File: src/rtl/srp_pkg.sv
// shared constants and types for the stereo rotating-pole filter
package srp_pkg;

  localparam int SAMPLE_BITS_DEF    = 24;
  localparam int COEF_FRAC_BITS_DEF = 16;
  localparam int POLE_SLOTS         = 6;
  localparam int SLOT_W             = $clog2(POLE_SLOTS);
  localparam int POLE_W             = 32;
  localparam int SET_W              = 17;

  localparam int Q16_ONE        = 65536;
  localparam int HALF_Q16       = 32768;
  localparam int ROUND_UP_Q16   = 65535;
  localparam int SENTINEL_Q16   = 65536000;
  localparam int RESET_WEIGHT   = 218;
  localparam int WEIGHT_DEN_OFF = 301 * 65536;
  localparam int NONLIN_GAIN    = 6;
  localparam int PREV_W         = 26;

  localparam int CBRT_STEPS = 18;
  localparam int CBRT_HI    = 1 << 18;
  localparam int CBRT_SHIFT = 32;
  localparam int TRIM_K     = 3;
  localparam int TRIM_SHIFT = 15;

  localparam int MUL_A_W   = 40;
  localparam int MUL_B_MIN = 18;
  localparam int DIV_D_W   = 27;
  localparam int DIV_N_MIN = 43;

  typedef enum logic [1:0] {
    CFG_LOWPASS  = 2'd0,
    CFG_HIGHPASS = 2'd1,
    CFG_NONLIN   = 2'd2,
    CFG_WET      = 2'd3
  } cfg_idx_e;

endpackage

File: src/rtl/srp_if.sv
// input and output item channels of the stereo rotating-pole filter
interface srp_in_if import srp_pkg::*; #(parameter int SAMPLE_BITS = SAMPLE_BITS_DEF);
  logic                          valid;
  logic                          ready;
  logic signed [SAMPLE_BITS-1:0] left_in;
  logic signed [SAMPLE_BITS-1:0] right_in;
  logic                          block_start;

  modport source (output valid, left_in, right_in, block_start, input ready);
  modport sink (input valid, left_in, right_in, block_start, output ready);
endinterface

interface srp_out_if import srp_pkg::*; #(parameter int SAMPLE_BITS = SAMPLE_BITS_DEF);
  logic                          valid;
  logic                          ready;
  logic signed [SAMPLE_BITS-1:0] left_out;
  logic signed [SAMPLE_BITS-1:0] right_out;

  modport source (output valid, left_out, right_out, input ready);
  modport sink (input valid, left_out, right_out, output ready);
endinterface

File: src/rtl/stereo_rotating_pole_iir_filter_core.sv
// top level: sequencer, pole store and shared serial arithmetic of the stereo filter
//
// Items enter on in_i (valid/ready) carrying a left and a right sample and a
// block_start flag; one result item per input leaves on out_o. Settings are
// written through cfg_we_i / cfg_idx_i / cfg_data_i; the user must write
// them only while the block is idle, and the block itself does not enforce
// this. One item is worked on at a time: every multiply goes through a
// bit-serial shift-add unit and every divide through a bit-serial restoring
// divider. block_start adds three weight divides. The first item after reset
// or after a nonlinearity write also reruns the cube-root search for the
// output trim (18 steps of two multiplies plus a divide).
// The result sits in an output register, so the next item is taken while a
// stalled result waits; the block holds off a new item while it works on one,
// and when it has a second result ready and the first is still not taken.
// Reset clears the poles (by valid bits), the smoothing state, the phase and
// the settings to their defaults; no clearing pass is needed.
module stereo_rotating_pole_iir_filter_core import srp_pkg::*; #(
  parameter int SAMPLE_BITS    = SAMPLE_BITS_DEF,
  parameter int COEF_FRAC_BITS = COEF_FRAC_BITS_DEF
) (
  input  logic             clk_i,
  input  logic             rst_ni,
  srp_in_if.sink           in_i,
  srp_out_if.source        out_o,
  input  logic             cfg_we_i,
  input  logic [1:0]       cfg_idx_i,
  input  logic [SET_W-1:0] cfg_data_i
);
  localparam int SB     = SAMPLE_BITS;
  localparam int CF     = COEF_FRAC_BITS;
  localparam int MB_W   = (CF + 3 > MUL_B_MIN) ? CF + 3 : MUL_B_MIN;
  localparam int MP_W   = MUL_A_W + MB_W;
  localparam int DN_W   = (SB + 16 > DIV_N_MIN) ? SB + 16 : DIV_N_MIN;
  localparam int SH     = SB - 1 - CF;
  localparam int SH_R   = (SH > 0) ? SH : 0;
  localparam int SH_L   = (SH < 0) ? -SH : 0;
  localparam int RND    = (SH > 0) ? (1 << (SH_R - 1)) : 0;
  localparam int R2_W   = SB + SH_L + 1;
  localparam int SC_W   = CF + 2;
  localparam int TR_W   = CF + 1;
  localparam int PS_W   = MP_W + 1;
  localparam int F_W    = 34;
  localparam int ADDR_W = 2 + SLOT_W;
  localparam int DEPTH  = 1 << ADDR_W;

  typedef enum logic [11:0] {
    ST_IDLE   = 12'b000000000001,
    ST_TGT    = 12'b000000000010,
    ST_CUBE   = 12'b000000000100,
    ST_TRIM   = 12'b000000001000,
    ST_WGT    = 12'b000000010000,
    ST_SMOOTH = 12'b000000100000,
    ST_DIEL   = 12'b000001000000,
    ST_AMT    = 12'b000010000000,
    ST_PRD    = 12'b000100000000,
    ST_POLE   = 12'b001000000000,
    ST_MIX    = 12'b010000000000,
    ST_OUT    = 12'b100000000000
  } state_e;

  state_e state_q;
  logic               run_q, dirty_q, out_valid_q, ch_q, cph_q;
  logic [1:0]         k_q;
  logic [2:0]         p_q, phase_q, phase_nx;
  logic [4:0]         it_q;
  logic [SET_W-1:0]   set_q [4];
  logic [16:0]        base_q [3];
  logic [PREV_W-1:0]  prev_q [3];
  logic [16:0]        wt_q [3];
  logic [DEPTH-1:0]   vld_q;

  logic signed [SB-1:0]     xs_q [2];
  logic                     bs_q;
  logic [16:0]              tgt_q [2];
  logic [18:0]              lo_q, hi_q;
  logic [35:0]              sq_q;
  logic [TR_W-1:0]          trim_q;
  logic [SC_W-1:0]          sc_q;
  logic [SC_W-1:0]          amt_q [2];
  logic signed [POLE_W-1:0] xcur_q, rd_q;
  logic                     rdv_q;
  logic signed [F_W-1:0]    f_q;
  logic signed [MP_W-1:0]   acc_q;
  logic signed [SB-1:0]     res_q [2];
  logic signed [SB-1:0]     out_l_q, out_r_q;
  logic signed [POLE_W-1:0] mem [DEPTH];

  logic                     mul_start, mul_done, div_start, div_done;
  logic signed [MUL_A_W-1:0] mul_a;
  logic [MB_W-1:0]           mul_b;
  logic signed [MP_W-1:0]    mul_p;
  logic [DN_W-1:0]           div_num, div_quo;
  logic [DIV_D_W-1:0]        div_den;

  logic [16:0]              kn [4];
  logic [16:0]              tg [3];
  logic [16:0]              omk;
  logic [18:0]              n16;
  logic [17:0]              mid;
  logic [PREV_W-1:0]        dsel;
  logic [DIV_D_W-1:0]       wden;
  logic [42:0]              wnum;
  logic signed [17:0]       sdl;
  logic [16:0]              smag, sstep, snew;
  logic signed [SB:0]       xe;
  logic [SB-1:0]            xmag;
  logic [R2_W-1:0]          r2;
  logic [SC_W-1:0]          r2c, sc_new;
  logic [1:0]               sect;
  logic                     which;
  logic [SLOT_W-1:0]        slot, rot3;
  logic [ADDR_W-1:0]        addr;
  logic signed [POLE_W-1:0] ycur, newy, xnext;
  logic signed [POLE_W:0]   diff, xdiff;
  logic signed [PS_W-1:0]   ps;
  logic signed [PS_W:0]     msum;
  logic signed [SB-1:0]     mres;
  logic                     in_acc, out_acc, out_load, after_bs;

  function automatic logic signed [POLE_W-1:0] sat_pole(input logic signed [PS_W-1:0] v);
    logic signed [PS_W-1:0] hi, lo;
    hi = PS_W'((64'sd1 <<< (POLE_W - 1)) - 64'sd1);
    lo = -hi - PS_W'(1);
    if (v > hi) return hi[POLE_W-1:0];
    else if (v < lo) return lo[POLE_W-1:0];
    else return v[POLE_W-1:0];
  endfunction

  function automatic logic signed [SB-1:0] sat_out(input logic signed [PS_W:0] v);
    logic signed [PS_W:0] hi, lo;
    hi = (PS_W+1)'((64'sd1 <<< (SB - 1)) - 64'sd1);
    lo = -hi - (PS_W+1)'(1);
    if (v > hi) return hi[SB-1:0];
    else if (v < lo) return lo[SB-1:0];
    else return v[SB-1:0];
  endfunction

  srp_mul #(.BW(MB_W)) u_mul (
    .clk_i, .rst_ni, .start_i(mul_start), .a_i(mul_a), .b_i(mul_b),
    .done_o(mul_done), .p_o(mul_p)
  );

  srp_div #(.NW(DN_W)) u_div (
    .clk_i, .rst_ni, .start_i(div_start), .num_i(div_num), .den_i(div_den),
    .done_o(div_done), .quo_o(div_quo)
  );

  assign in_acc      = in_i.valid && in_i.ready;
  assign out_acc     = out_valid_q && out_o.ready;
  assign in_i.ready  = (state_q == ST_IDLE);
  assign out_o.valid = out_valid_q;
  assign out_o.left_out  = out_l_q;
  assign out_o.right_out = out_r_q;
  assign out_load    = (state_q == ST_OUT) && (!out_valid_q || out_o.ready);
  assign after_bs    = bs_q;

  // wet target and nonlinearity divisor follow the settings live
  always_comb begin
    for (int i = 0; i < 4; i++) begin
      kn[i] = (set_q[i] > SET_W'(Q16_ONE)) ? 17'(Q16_ONE) : set_q[i];
    end
    tg[0] = tgt_q[0];
    tg[1] = tgt_q[1];
    tg[2] = kn[CFG_WET];
    omk   = 17'(Q16_ONE) - kn[CFG_NONLIN];
    n16   = 19'(Q16_ONE) + 19'(NONLIN_GAIN) * 19'(omk);
    mid   = 18'((20'(lo_q) + 20'(hi_q)) >> 1);
  end

  // weight, smoothing and dielectric scale arithmetic
  always_comb begin
    dsel  = (prev_q[k_q] > PREV_W'(tg[k_q])) ? prev_q[k_q] - PREV_W'(tg[k_q])
                                            : PREV_W'(tg[k_q]) - prev_q[k_q];
    wden  = DIV_D_W'(dsel) + DIV_D_W'(WEIGHT_DEN_OFF);
    wnum  = ((43'(dsel) + 43'(Q16_ONE)) << 16) + 43'(wden >> 1);
    sdl   = $signed({1'b0, tg[k_q]}) - $signed({1'b0, base_q[k_q]});
    smag  = 17'(sdl < 0 ? -sdl : sdl);
    sstep = 17'((mul_p + MP_W'(ROUND_UP_Q16)) >>> 16);
    snew  = (sdl < 0) ? base_q[k_q] - sstep : base_q[k_q] + sstep;
    xe    = (SB+1)'(xs_q[ch_q]);
    xmag  = SB'(xe < 0 ? -xe : xe);
    r2    = ((R2_W'(div_quo[SB-1:0]) + R2_W'(RND)) >> SH_R) << SH_L;
    r2c   = SC_W'(r2);
    if (xs_q[ch_q] < 0) sc_new = SC_W'(1 << CF) + r2c;
    else if (r2c > SC_W'(1 << CF)) sc_new = r2c - SC_W'(1 << CF);
    else sc_new = SC_W'(1 << CF) - r2c;
  end

  // pole slot rotation and pole update
  always_comb begin
    sect  = 2'(p_q >> 1);
    which = p_q[0];
    unique case (phase_q)
      3'd1, 3'd4: rot3 = SLOT_W'(1);
      3'd2, 3'd5: rot3 = SLOT_W'(2);
      default:    rot3 = '0;
    endcase
    unique case (sect)
      2'd0:    slot = '0;
      2'd1:    slot = phase_q[0] ? SLOT_W'(2) : SLOT_W'(1);
      default: slot = SLOT_W'(3) + rot3;
    endcase
    addr     = {ch_q, which, slot};
    ycur     = rdv_q ? rd_q : '0;
    diff     = (POLE_W+1)'(xcur_q) - (POLE_W+1)'(ycur);
    ps       = (PS_W'(ycur) <<< CF) + PS_W'(mul_p);
    newy     = sat_pole((ps + (PS_W'(1) <<< (CF - 1))) >>> CF);
    xdiff    = (POLE_W+1)'(xcur_q) - (POLE_W+1)'(newy);
    if (xdiff[POLE_W] != xdiff[POLE_W-1])
      xnext = xdiff[POLE_W] ? {1'b1, {(POLE_W-1){1'b0}}} : {1'b0, {(POLE_W-1){1'b1}}};
    else
      xnext = xdiff[POLE_W-1:0];
    msum     = (PS_W+1)'(acc_q) + (PS_W+1)'(mul_p);
    mres     = sat_out((msum + (PS_W+1)'(HALF_Q16)) >>> 16);
    phase_nx = (phase_q >= 3'd5) ? 3'd0 : phase_q + 3'd1;
  end

  // operands of the shared units
  always_comb begin
    mul_start = 1'b0;
    div_start = 1'b0;
    mul_a     = '0;
    mul_b     = '0;
    div_num   = '0;
    div_den   = '0;
    unique case (state_q)
      ST_TGT: begin
        mul_start = !run_q;
        mul_a     = MUL_A_W'(kn[k_q]);
        mul_b     = MB_W'(kn[k_q]);
      end
      ST_CUBE: begin
        mul_start = !run_q;
        mul_a     = cph_q ? MUL_A_W'(sq_q) : MUL_A_W'(mid);
        mul_b     = MB_W'(mid);
      end
      ST_TRIM: begin
        div_start = !run_q;
        div_num   = DN_W'(TRIM_K) << (CF + TRIM_SHIFT);
        div_den   = DIV_D_W'(lo_q);
      end
      ST_WGT: begin
        div_start = !run_q;
        div_num   = DN_W'(wnum);
        div_den   = wden;
      end
      ST_SMOOTH: begin
        mul_start = !run_q;
        mul_a     = MUL_A_W'(smag);
        mul_b     = MB_W'(wt_q[k_q]);
      end
      ST_DIEL: begin
        div_start = !run_q;
        div_num   = (DN_W'(xmag) << 16) + DN_W'(n16 >> 1);
        div_den   = DIV_D_W'(n16);
      end
      ST_AMT: begin
        mul_start = !run_q;
        mul_a     = MUL_A_W'(base_q[k_q]);
        mul_b     = MB_W'(sc_q);
      end
      ST_POLE: begin
        mul_start = !run_q;
        mul_a     = MUL_A_W'(diff);
        mul_b     = which ? MB_W'(amt_q[0]) : MB_W'(amt_q[1]);
      end
      ST_MIX: begin
        mul_start = !run_q;
        unique case (k_q)
          2'd0: begin
            mul_a = MUL_A_W'(xcur_q);
            mul_b = MB_W'(trim_q);
          end
          2'd1: begin
            mul_a = MUL_A_W'(xs_q[ch_q]);
            mul_b = MB_W'(17'(Q16_ONE) - base_q[2]);
          end
          default: begin
            mul_a = MUL_A_W'(f_q);
            mul_b = MB_W'(base_q[2]);
          end
        endcase
      end
      default: ;
    endcase
  end

  // sequencer and smoothing state
  always_ff @(posedge clk_i or negedge rst_ni) begin
    if (!rst_ni) begin
      state_q     <= ST_IDLE;
      run_q       <= 1'b0;
      dirty_q     <= 1'b1;
      out_valid_q <= 1'b0;
      ch_q        <= 1'b0;
      cph_q       <= 1'b0;
      k_q         <= '0;
      p_q         <= '0;
      it_q        <= '0;
      phase_q     <= '0;
      vld_q       <= '0;
      set_q[CFG_LOWPASS]  <= SET_W'(Q16_ONE);
      set_q[CFG_HIGHPASS] <= '0;
      set_q[CFG_NONLIN]   <= '0;
      set_q[CFG_WET]      <= SET_W'(Q16_ONE);
      base_q[0] <= 17'(Q16_ONE);
      base_q[1] <= '0;
      base_q[2] <= 17'(Q16_ONE);
      for (int i = 0; i < 3; i++) begin
        prev_q[i] <= PREV_W'(SENTINEL_Q16);
        wt_q[i]   <= 17'(RESET_WEIGHT);
      end
    end else begin
      if (cfg_we_i) begin
        set_q[cfg_idx_i] <= cfg_data_i;
        if (cfg_idx_i == CFG_NONLIN) dirty_q <= 1'b1;
      end
      if (out_load) out_valid_q <= 1'b1;
      else if (out_acc) out_valid_q <= 1'b0;

      unique case (state_q)
        ST_IDLE: begin
          if (in_acc) begin
            state_q <= ST_TGT;
            k_q     <= '0;
            run_q   <= 1'b0;
          end
        end
        ST_TGT: begin
          if (!run_q) run_q <= 1'b1;
          else if (mul_done) begin
            run_q <= 1'b0;
            if (k_q == 2'd1) begin
              k_q <= '0;
              if (dirty_q) begin
                state_q <= ST_CUBE;
                it_q    <= '0;
                cph_q   <= 1'b0;
              end else begin
                state_q <= after_bs ? ST_WGT : ST_SMOOTH;
              end
            end else begin
              k_q <= k_q + 2'd1;
            end
          end
        end
        ST_CUBE: begin
          if (!run_q) run_q <= 1'b1;
          else if (mul_done) begin
            run_q <= 1'b0;
            cph_q <= !cph_q;
            if (cph_q) begin
              it_q <= it_q + 5'd1;
              if (it_q == 5'(CBRT_STEPS - 1)) state_q <= ST_TRIM;
            end
          end
        end
        ST_TRIM: begin
          if (!run_q) run_q <= 1'b1;
          else if (div_done) begin
            run_q   <= 1'b0;
            dirty_q <= 1'b0;
            state_q <= after_bs ? ST_WGT : ST_SMOOTH;
          end
        end
        ST_WGT: begin
          if (!run_q) run_q <= 1'b1;
          else if (div_done) begin
            run_q        <= 1'b0;
            wt_q[k_q]    <= div_quo[16:0];
            prev_q[k_q]  <= PREV_W'(tg[k_q]);
            if (k_q == 2'd2) begin
              k_q     <= '0;
              state_q <= ST_SMOOTH;
            end else begin
              k_q <= k_q + 2'd1;
            end
          end
        end
        ST_SMOOTH: begin
          if (!run_q) run_q <= 1'b1;
          else if (mul_done) begin
            run_q       <= 1'b0;
            base_q[k_q] <= snew;
            if (k_q == 2'd2) begin
              k_q     <= '0;
              phase_q <= phase_nx;
              ch_q    <= 1'b0;
              state_q <= ST_DIEL;
            end else begin
              k_q <= k_q + 2'd1;
            end
          end
        end
        ST_DIEL: begin
          if (!run_q) run_q <= 1'b1;
          else if (div_done) begin
            run_q   <= 1'b0;
            k_q     <= '0;
            state_q <= ST_AMT;
          end
        end
        ST_AMT: begin
          if (!run_q) run_q <= 1'b1;
          else if (mul_done) begin
            run_q <= 1'b0;
            if (k_q == 2'd1) begin
              k_q     <= '0;
              p_q     <= '0;
              state_q <= ST_PRD;
            end else begin
              k_q <= k_q + 2'd1;
            end
          end
        end
        ST_PRD: begin
          state_q <= ST_POLE;
        end
        ST_POLE: begin
          if (!run_q) run_q <= 1'b1;
          else if (mul_done) begin
            run_q       <= 1'b0;
            vld_q[addr] <= 1'b1;
            if (p_q == 3'd5) begin
              k_q     <= '0;
              state_q <= ST_MIX;
            end else begin
              p_q     <= p_q + 3'd1;
              state_q <= ST_PRD;
            end
          end
        end
        ST_MIX: begin
          if (!run_q) run_q <= 1'b1;
          else if (mul_done) begin
            run_q <= 1'b0;
            if (k_q == 2'd2) begin
              k_q <= '0;
              if (!ch_q) begin
                ch_q    <= 1'b1;
                state_q <= ST_DIEL;
              end else begin
                state_q <= ST_OUT;
              end
            end else begin
              k_q <= k_q + 2'd1;
            end
          end
        end
        ST_OUT: begin
          if (out_load) state_q <= ST_IDLE;
        end
        default: state_q <= ST_IDLE;
      endcase
    end
  end

  // working values of the item in flight
  always_ff @(posedge clk_i) begin
    if (in_acc) begin
      xs_q[0] <= in_i.left_in;
      xs_q[1] <= in_i.right_in;
      bs_q    <= in_i.block_start;
    end
    if (state_q == ST_TGT && run_q && mul_done) begin
      tgt_q[k_q[0]] <= 17'((mul_p + MP_W'(HALF_Q16)) >>> 16);
      lo_q          <= '0;
      hi_q          <= 19'(CBRT_HI);
    end
    if (state_q == ST_CUBE && run_q && mul_done) begin
      if (!cph_q) sq_q <= 36'(mul_p);
      else if ($unsigned(mul_p) <= (MP_W'(n16) << CBRT_SHIFT)) lo_q <= 19'(mid);
      else hi_q <= 19'(mid);
    end
    if (state_q == ST_TRIM && run_q && div_done) trim_q <= div_quo[TR_W-1:0];
    if (state_q == ST_DIEL && run_q && div_done) sc_q <= sc_new;
    if (state_q == ST_AMT && run_q && mul_done) begin
      amt_q[k_q[0]] <= SC_W'((mul_p + MP_W'(HALF_Q16)) >>> 16);
      xcur_q        <= POLE_W'(xs_q[ch_q]);
    end
    if (state_q == ST_POLE && run_q && mul_done) begin
      xcur_q <= which ? newy : xnext;
    end
    if (state_q == ST_MIX && run_q && mul_done) begin
      unique case (k_q)
        2'd0:    f_q   <= F_W'((mul_p + (MP_W'(1) <<< (CF - 1))) >>> CF);
        2'd1:    acc_q <= mul_p;
        default: res_q[ch_q] <= mres;
      endcase
    end
    if (out_load) begin
      out_l_q <= res_q[0];
      out_r_q <= res_q[1];
    end
  end

  // pole store: at most one write and one registered read per cycle
  always_ff @(posedge clk_i) begin
    if (state_q == ST_POLE && run_q && mul_done) mem[addr] <= newy;
    if (state_q == ST_PRD) rd_q <= mem[addr];
  end

  always_ff @(posedge clk_i or negedge rst_ni) begin
    if (!rst_ni) rdv_q <= 1'b0;
    else if (state_q == ST_PRD) rdv_q <= vld_q[addr];
  end
endmodule

File: src/rtl/srp_mul.sv
// bit-serial signed by unsigned shift-add multiplier, one multiplier bit per cycle while busy
module srp_mul import srp_pkg::*; #(
  parameter int BW = MUL_B_MIN
) (
  input  logic                           clk_i,
  input  logic                           rst_ni,
  input  logic                           start_i,
  input  logic signed [MUL_A_W-1:0]      a_i,
  input  logic        [BW-1:0]           b_i,
  output logic                           done_o,
  output logic signed [MUL_A_W+BW-1:0]   p_o
);
  localparam int CW = $clog2(BW + 1);

  logic signed [MUL_A_W:0]   hi_q, hi_d, sum;
  logic        [BW-1:0]      lo_q, lo_d;
  logic signed [MUL_A_W-1:0] a_q;
  logic                      busy_q, done_q;
  logic        [CW-1:0]      cnt_q;

  always_comb begin
    sum  = lo_q[0] ? hi_q + (MUL_A_W+1)'(a_q) : hi_q;
    hi_d = {sum[MUL_A_W], sum[MUL_A_W:1]};
    lo_d = {sum[0], lo_q[BW-1:1]};
  end

  always_ff @(posedge clk_i or negedge rst_ni) begin
    if (!rst_ni) begin
      busy_q <= 1'b0;
      done_q <= 1'b0;
      cnt_q  <= '0;
    end else begin
      done_q <= 1'b0;
      if (start_i) begin
        busy_q <= 1'b1;
        cnt_q  <= '0;
      end else if (busy_q) begin
        cnt_q <= cnt_q + CW'(1);
        if (cnt_q == CW'(BW - 1)) begin
          busy_q <= 1'b0;
          done_q <= 1'b1;
        end
      end
    end
  end

  always_ff @(posedge clk_i) begin
    if (start_i) begin
      hi_q <= '0;
      lo_q <= b_i;
      a_q  <= a_i;
    end else if (busy_q) begin
      hi_q <= hi_d;
      lo_q <= lo_d;
    end
  end

  assign done_o = done_q;
  assign p_o    = {hi_q[MUL_A_W-1:0], lo_q};
endmodule

File: src/rtl/srp_div.sv
// restoring divider, one quotient bit per cycle while busy
module srp_div import srp_pkg::*; #(
  parameter int NW = DIV_N_MIN
) (
  input  logic               clk_i,
  input  logic               rst_ni,
  input  logic               start_i,
  input  logic [NW-1:0]      num_i,
  input  logic [DIV_D_W-1:0] den_i,
  output logic               done_o,
  output logic [NW-1:0]      quo_o
);
  localparam int CW = $clog2(NW + 1);

  logic [NW-1:0]      n_q, n_d;
  logic [DIV_D_W-1:0] rem_q, rem_d, den_q;
  logic [DIV_D_W:0]   t;
  logic               ge;
  logic               busy_q, done_q;
  logic [CW-1:0]      cnt_q;

  always_comb begin
    t     = {rem_q, n_q[NW-1]};
    ge    = t >= {1'b0, den_q};
    rem_d = ge ? DIV_D_W'(t - {1'b0, den_q}) : t[DIV_D_W-1:0];
    n_d   = {n_q[NW-2:0], ge};
  end

  always_ff @(posedge clk_i or negedge rst_ni) begin
    if (!rst_ni) begin
      busy_q <= 1'b0;
      done_q <= 1'b0;
      cnt_q  <= '0;
    end else begin
      done_q <= 1'b0;
      if (start_i) begin
        busy_q <= 1'b1;
        cnt_q  <= '0;
      end else if (busy_q) begin
        cnt_q <= cnt_q + CW'(1);
        if (cnt_q == CW'(NW - 1)) begin
          busy_q <= 1'b0;
          done_q <= 1'b1;
        end
      end
    end
  end

  always_ff @(posedge clk_i) begin
    if (start_i) begin
      n_q   <= num_i;
      rem_q <= '0;
      den_q <= den_i;
    end else if (busy_q) begin
      n_q   <= n_d;
      rem_q <= rem_d;
    end
  end

  assign done_o = done_q;
  assign quo_o  = n_q;
endmodule
File: src/flat_wrapper.sv
// flat-port wrapper written by rule: the top's interface ports become plain ports
module stereo_rotating_pole_iir_filter_core_flat import srp_pkg::*;
#(
  parameter int SAMPLE_BITS    = SAMPLE_BITS_DEF,
  parameter int COEF_FRAC_BITS = COEF_FRAC_BITS_DEF
)
  (clk_i, rst_ni, cfg_we_i, cfg_idx_i, cfg_data_i, in_i_valid, in_i_left_in, in_i_right_in, in_i_block_start, in_i_ready, out_o_valid, out_o_left_out, out_o_right_out, out_o_ready);
  srp_in_if #(.SAMPLE_BITS(SAMPLE_BITS)) in_i_i ();
  srp_out_if #(.SAMPLE_BITS(SAMPLE_BITS)) out_o_i ();
  input  logic clk_i;
  input  logic rst_ni;
  input  logic cfg_we_i;
  input  logic [1:0] cfg_idx_i;
  input  logic [SET_W-1:0] cfg_data_i;
  input wire logic [$bits(in_i_i.valid)-1:0] in_i_valid;
  input wire logic [$bits(in_i_i.left_in)-1:0] in_i_left_in;
  input wire logic [$bits(in_i_i.right_in)-1:0] in_i_right_in;
  input wire logic [$bits(in_i_i.block_start)-1:0] in_i_block_start;
  output wire logic [$bits(in_i_i.ready)-1:0] in_i_ready;
  output wire logic [$bits(out_o_i.valid)-1:0] out_o_valid;
  output wire logic [$bits(out_o_i.left_out)-1:0] out_o_left_out;
  output wire logic [$bits(out_o_i.right_out)-1:0] out_o_right_out;
  input wire logic [$bits(out_o_i.ready)-1:0] out_o_ready;
  assign in_i_i.valid = in_i_valid;
  assign in_i_i.left_in = in_i_left_in;
  assign in_i_i.right_in = in_i_right_in;
  assign in_i_i.block_start = in_i_block_start;
  assign in_i_ready = in_i_i.ready;
  assign out_o_valid = out_o_i.valid;
  assign out_o_left_out = out_o_i.left_out;
  assign out_o_right_out = out_o_i.right_out;
  assign out_o_i.ready = out_o_ready;
  stereo_rotating_pole_iir_filter_core #(.SAMPLE_BITS(SAMPLE_BITS), .COEF_FRAC_BITS(COEF_FRAC_BITS)) u_core (.clk_i(clk_i), .rst_ni(rst_ni), .in_i(in_i_i), .out_o(out_o_i), .cfg_we_i(cfg_we_i), .cfg_idx_i(cfg_idx_i), .cfg_data_i(cfg_data_i));
endmodule
File: config.mk
export PLATFORM = sky130hd
export DESIGN_NAME = stereo_rotating_pole_iir_filter_core_flat
export DESIGN_NICKNAME = d
export VERILOG_FILES = /design/src/rtl/srp_pkg.sv /design/src/rtl/srp_if.sv /design/src/rtl/stereo_rotating_pole_iir_filter_core.sv /design/src/rtl/srp_mul.sv /design/src/rtl/srp_div.sv /design/src/flat_wrapper.sv
export SDC_FILE = /design/constraint.sdc
export NUM_CORES = 2
export LEC_CHECK = 0
export ABC_AREA = 1
export ABC_CLOCK_PERIOD_IN_PS = 7000
export BUFFER_PORTS_ARGS = -buffer_cell sky130_fd_sc_hd__buf_2
export CAP_MARGIN = 0
export CORE_MARGIN = 1
export CORE_UTILIZATION = 45
export CTS_BUF_LIST = sky130_fd_sc_hd__clkbuf_4 sky130_fd_sc_hd__clkbuf_8 sky130_fd_sc_hd__clkbuf_16
export CTS_CLUSTER_SIZE = 20
export DETAILED_ROUTE_END_ITERATION = 12
export PLACE_DENSITY = 0.69
export SLEW_MARGIN = 10
export SYNTH_ARGS = -nofsm -noshare
export SYNTH_HDL_FRONTEND = slang
export SYNTH_SLANG_ARGS = --single-unit
File: constraint.sdc
create_clock -name clk_i -period 7 [get_ports clk_i]
set_input_delay 1.05 -clock clk_i [delete_from_list [all_inputs] [get_ports clk_i]]
set_output_delay 1.05 -clock clk_i [all_outputs]
set_load 0.1 [all_outputs]
==> impl_results.md <==
- Grt ovf: 0
- Final period demand of the worst path: 6.669 ns
- Status: finished, violations left
- Combinational Power Share: 0.443
- Area grow syn2layout: 13.07%
- Clock tree from TritonCTS: built
- Sequential-to-total area share from yosys stat: 0.5596
- Worst vdd ir: 0.0003867 V
- Final Setup Violations: 0
- Largest family of logic cells by synthesized area: compound AO/OA/AOI/OAI gates
- Final cell count without fillers: 13.90k
- H-tree depth: 4
- I/O Buffers: 122
- Most common cell after layout, fill and taps aside: nand2_1
- Crit. End Element: flop
- Fin crit share: 0.9527
- DRT iter0 DRCs: 10.43k
- Slew Viols, Final: 0
- Via count: 82.82k
- Adder-cell area share of the yosys netlist: 0.05601
- Max Clk Rate: 0.1500 GHz
- Core area: 227300 um^2
- HP Class: primary input to async pin
- Failing checks: max-capacitance violations
- CTS Hold Bufs: 0
- Initial Utilization: 0.4523
- Clk buf depth: 3
- Dominant synthesized flop cell: edfxtp_1
- Critical-path top delay cell: ha_1
- Clock group share of total power: 0.236
- Leak: 47.06 nW
- Chip height: 480.0 um
- Number of global-route vias before repair: 78.65k
- Ys async rst share: 0.1510
- Fillcell total: 20.38k
- Io pins: 123
- Final ANT Viol Nets: 0
- Reg power frac: 0.320
- Post-layout util: 0.5114
- Syn. warnings: 0
- CP Max Fanout: 33
- Slew @ Worst Pin: 1.483 ns
- Req. time, crit path: 7.62 ns
- Via/cell ratio: 5.959
- Kind of critical path: flop to flop
- Row cnt: 175
- PwrDens: 423.6 nW/um^2
- DR DRC count: 0
- Dpl cells: 13.51k
- Global placer's final weighted congestion: 1.015
- Synth Area in Simple Gates: 0.1453
- Clk root buf: clkbuf_16
- Post-synthesis mux area share: 0.0005842
- Switching Fraction: 0.4271
- Pin count of the biggest net entering global routing: 171
- Nets: 11.23k
- Avg WL per Cell: 25.75 um
- GRT Overall Usage: 0.3035
- DIE AREA: 230400 um^2
- Multi-input logic area: 40360 um^2
- Total CTS buffers: 206
- Total wire length: 357900 um
- Initial antenna violation count: 11
- Synth Cell Area: 102800 um^2
- Worst clock skew: 0.1139 ns
- Layout cells sized above 1: 0.09610
- Startpoint types: flop
- Syn Nets: 10.94k
- Synth unique cells: 79
- Synth Area in Compound Gates: 0.1547
- Max capacitance violation total: 1
- Post-CTS resize count: 0
- EDFF count, synth: 1593
- Slew HR: 0.004986
- Post-CTS Setup Bufs: 0
- Register Area: 57530 um^2
- Critical path data arrival time: 7.29 ns
- Final hold vios: 0
- Cell count after synthesis: 10.42k
- Die width: 480.0 um
- Synth Area in XOR/XNOR: 0.03065
- Worst skew pair latency: 0.91 ns
- Post-synthesis average cell area: 9.868 um^2
- Post-synthesis register bit count: 2000
- CTS sink count: 2000
- CP most frequent cell: nand2_1
- CP peak stage delay: 0.45 ns
- HPWL Detailed: 250100 um
- P_sw: 21.03 mW
- Cell-internal power: 28.21 mW
- Clk pin slew, worst setup/hold paths: 0.06 ns
- Most frequent cells in the layout: nand2_1 (2098), edfxtp_1 (1593), inv_1 (1031)
- Pre-antenna DRT Iters: 7
- Tot Pwr: 49.24 mW
- First-pass GRT wire length: 518800 um
-- Yosys cell counts, types with 14 or more instances --
cell / n / area share
o21a_1: 47 / 0.0034
o2111ai_1: 19 / 0.0016
xnor2_1: 94 / 0.0080
nor2_1: 688 / 0.025
xor2_1: 262 / 0.022
a21boi_0: 34 / 0.0025
o22ai_1: 56 / 0.0034
buf_2: 25 / 0.0012
o21ai_0: 741 / 0.036
nand4_1: 82 / 0.0050
dfstp_2: 24 / 0.0061
dfrtp_1: 278 / 0.068
buf_1: 37 / 0.0014
o221ai_1: 35 / 0.0030
inv_1: 1033 / 0.038
a2111oi_0: 15 / 0.0013
ha_1: 441 / 0.054
a22oi_1: 576 / 0.042
a21oi_1: 658 / 0.032
nand2_1: 2099 / 0.077
nor4_1: 48 / 0.0029
clkbuf_1: 306 / 0.011
a31oi_1: 71 / 0.0043
a22o_1: 38 / 0.0032
o31ai_1: 16 / 0.0012
o211ai_1: 45 / 0.0033
dfxtp_1: 105 / 0.020
o21bai_1: 26 / 0.0019
a221oi_1: 50 / 0.0043
nor2_2: 14 / 0.00085
nor3_1: 131 / 0.0064
nand3_1: 412 / 0.020
or2_2: 54 / 0.0033
edfxtp_1: 1593 / 0.47
a211oi_1: 33 / 0.0024
o21ai_1: 14 / 0.00068
a21o_1: 46 / 0.0034
-- power by group through the flow --
| stage | Sequential, mW | Clock (mW) | Combinational, mW |
|---|---|---|---|
| global placement | 16.0 | 0 | 21.0 |
| finish | 15.8 | 11.6 | 21.8 |
| floorplan | 15.8 | 0 | 13.2 |
| detailed placement | 16.0 | 0 | 21.1 |
| CTS | 15.7 | 11.7 | 21.3 |
| global route | 15.8 | 12.2 | 23.7 |
-- metal layers --
metal  up-vias  wire (um)  GRT usage
met5         -         70          0
met2      4366     157700     0.4662
met4        10      21710     0.1611
li1      37460          -          -
met1     40120     144600     0.4077
met3       871      33750    0.05715
-- state kept, by name, summed over array words and instances, names as in the netlist, 34 cells and up --
register / cells
u_core.acc_q: 59
u_core.amt_q: 36
u_core.u_mul.hi_q: 40
u_core.prev_q: 54
u_core.u_div.quo_o: 43
u_core.wt_q: 51
u_core.tgt_q: 34
u_core.mem: 1024
u_core.base_q: 51
u_core.f_q: 34
u_core.res_q: 48
u_core.u_mul.a_q: 37
u_core.sq_q: 36
u_core.xs_q: 48
u_core.set_q: 68
-- worst max-delay path, delay by kind of cell, from the launching register on --
kind	cells	cell delay [ns]
AOI/OAI and AO/OA	8	1.37
xor gates and xnor gates	2	0.49
adders and majority gates	3	1.01
buffers and inverters	7	1.00
DFF	1	0.42
and+or+nand+nor	17	2.04
-- layout make-up --
| class | instances | area share |
|---|---|---|
| flip-flops and latches | 2000 | 0.4950 |
| multi-input cells | 6982 | 0.3473 |
| clock buffers | 260 | 0.04873 |
| inverters | 1057 | 0.03425 |
| well taps | 3009 | 0.03239 |
| repair buffers | 459 | 0.02854 |
| clock inverters | 125 | 0.01373 |
| diodes | 4 | 0.00008612 |
| repair inverters | 1 | 0.00006459 |
-- cells by family (layout without fill, tap and decap cells) --
| logic type | after synthesis | count (layout) |
|---|---|---|
| AO/OA/AOI/OAI | 2569 | 2569 |
| XOR/XNOR | 358 | 358 |
| adder cells (fa/ha/maj) | 453 | 453 |
| buffers and inverters | 1435 | 1902 |
| flip-flops | 2000 | 2000 |
| multiplexers | 6 | 6 |
| other | 0 | 4 |
| AND/OR/NAND/NOR | 3596 | 3596 |
-- through the flow --
step           setup slack (ns)  cell area [um^2]  hold WS [ns]  setup TNS (ns)
2_1_floorplan            0.2618            102800        0.4003               0
3_5_place_dp             0.2179            108800        0.4045               0
6_report                 0.3314            116200        0.1872               0
3_3_place_gp             0.2239            108800        0.4034               0
4_1_cts                  0.1281            116100        0.1604               0
5_1_grt                -0.01336            116200        0.2031        -0.03537
-- path summary, 6_finish.rpt --
path / from / to / slack (ns) / cells past startpoint
min in group clk_i: in_i_left_in[14] / u_core.xs_q[0][14] / 0.30 / 1
hold reg to reg: u_core.res_q[0][6] / out_o_left_out[6] / 0.38 / 0
hold / removal: rst_ni / u_core.set_q[17] / 0.19 / 1
max in group asynchronous: rst_ni / u_core.prev_q[30] / 5.44 / 2
setup / recovery: u_core.rdv_q / u_core.xcur_q[29] / 0.33 / 37
setup reg to reg: u_core.rdv_q / u_core.xcur_q[29] / 0.33 / 37
Power figures use the tool's default switching activity.
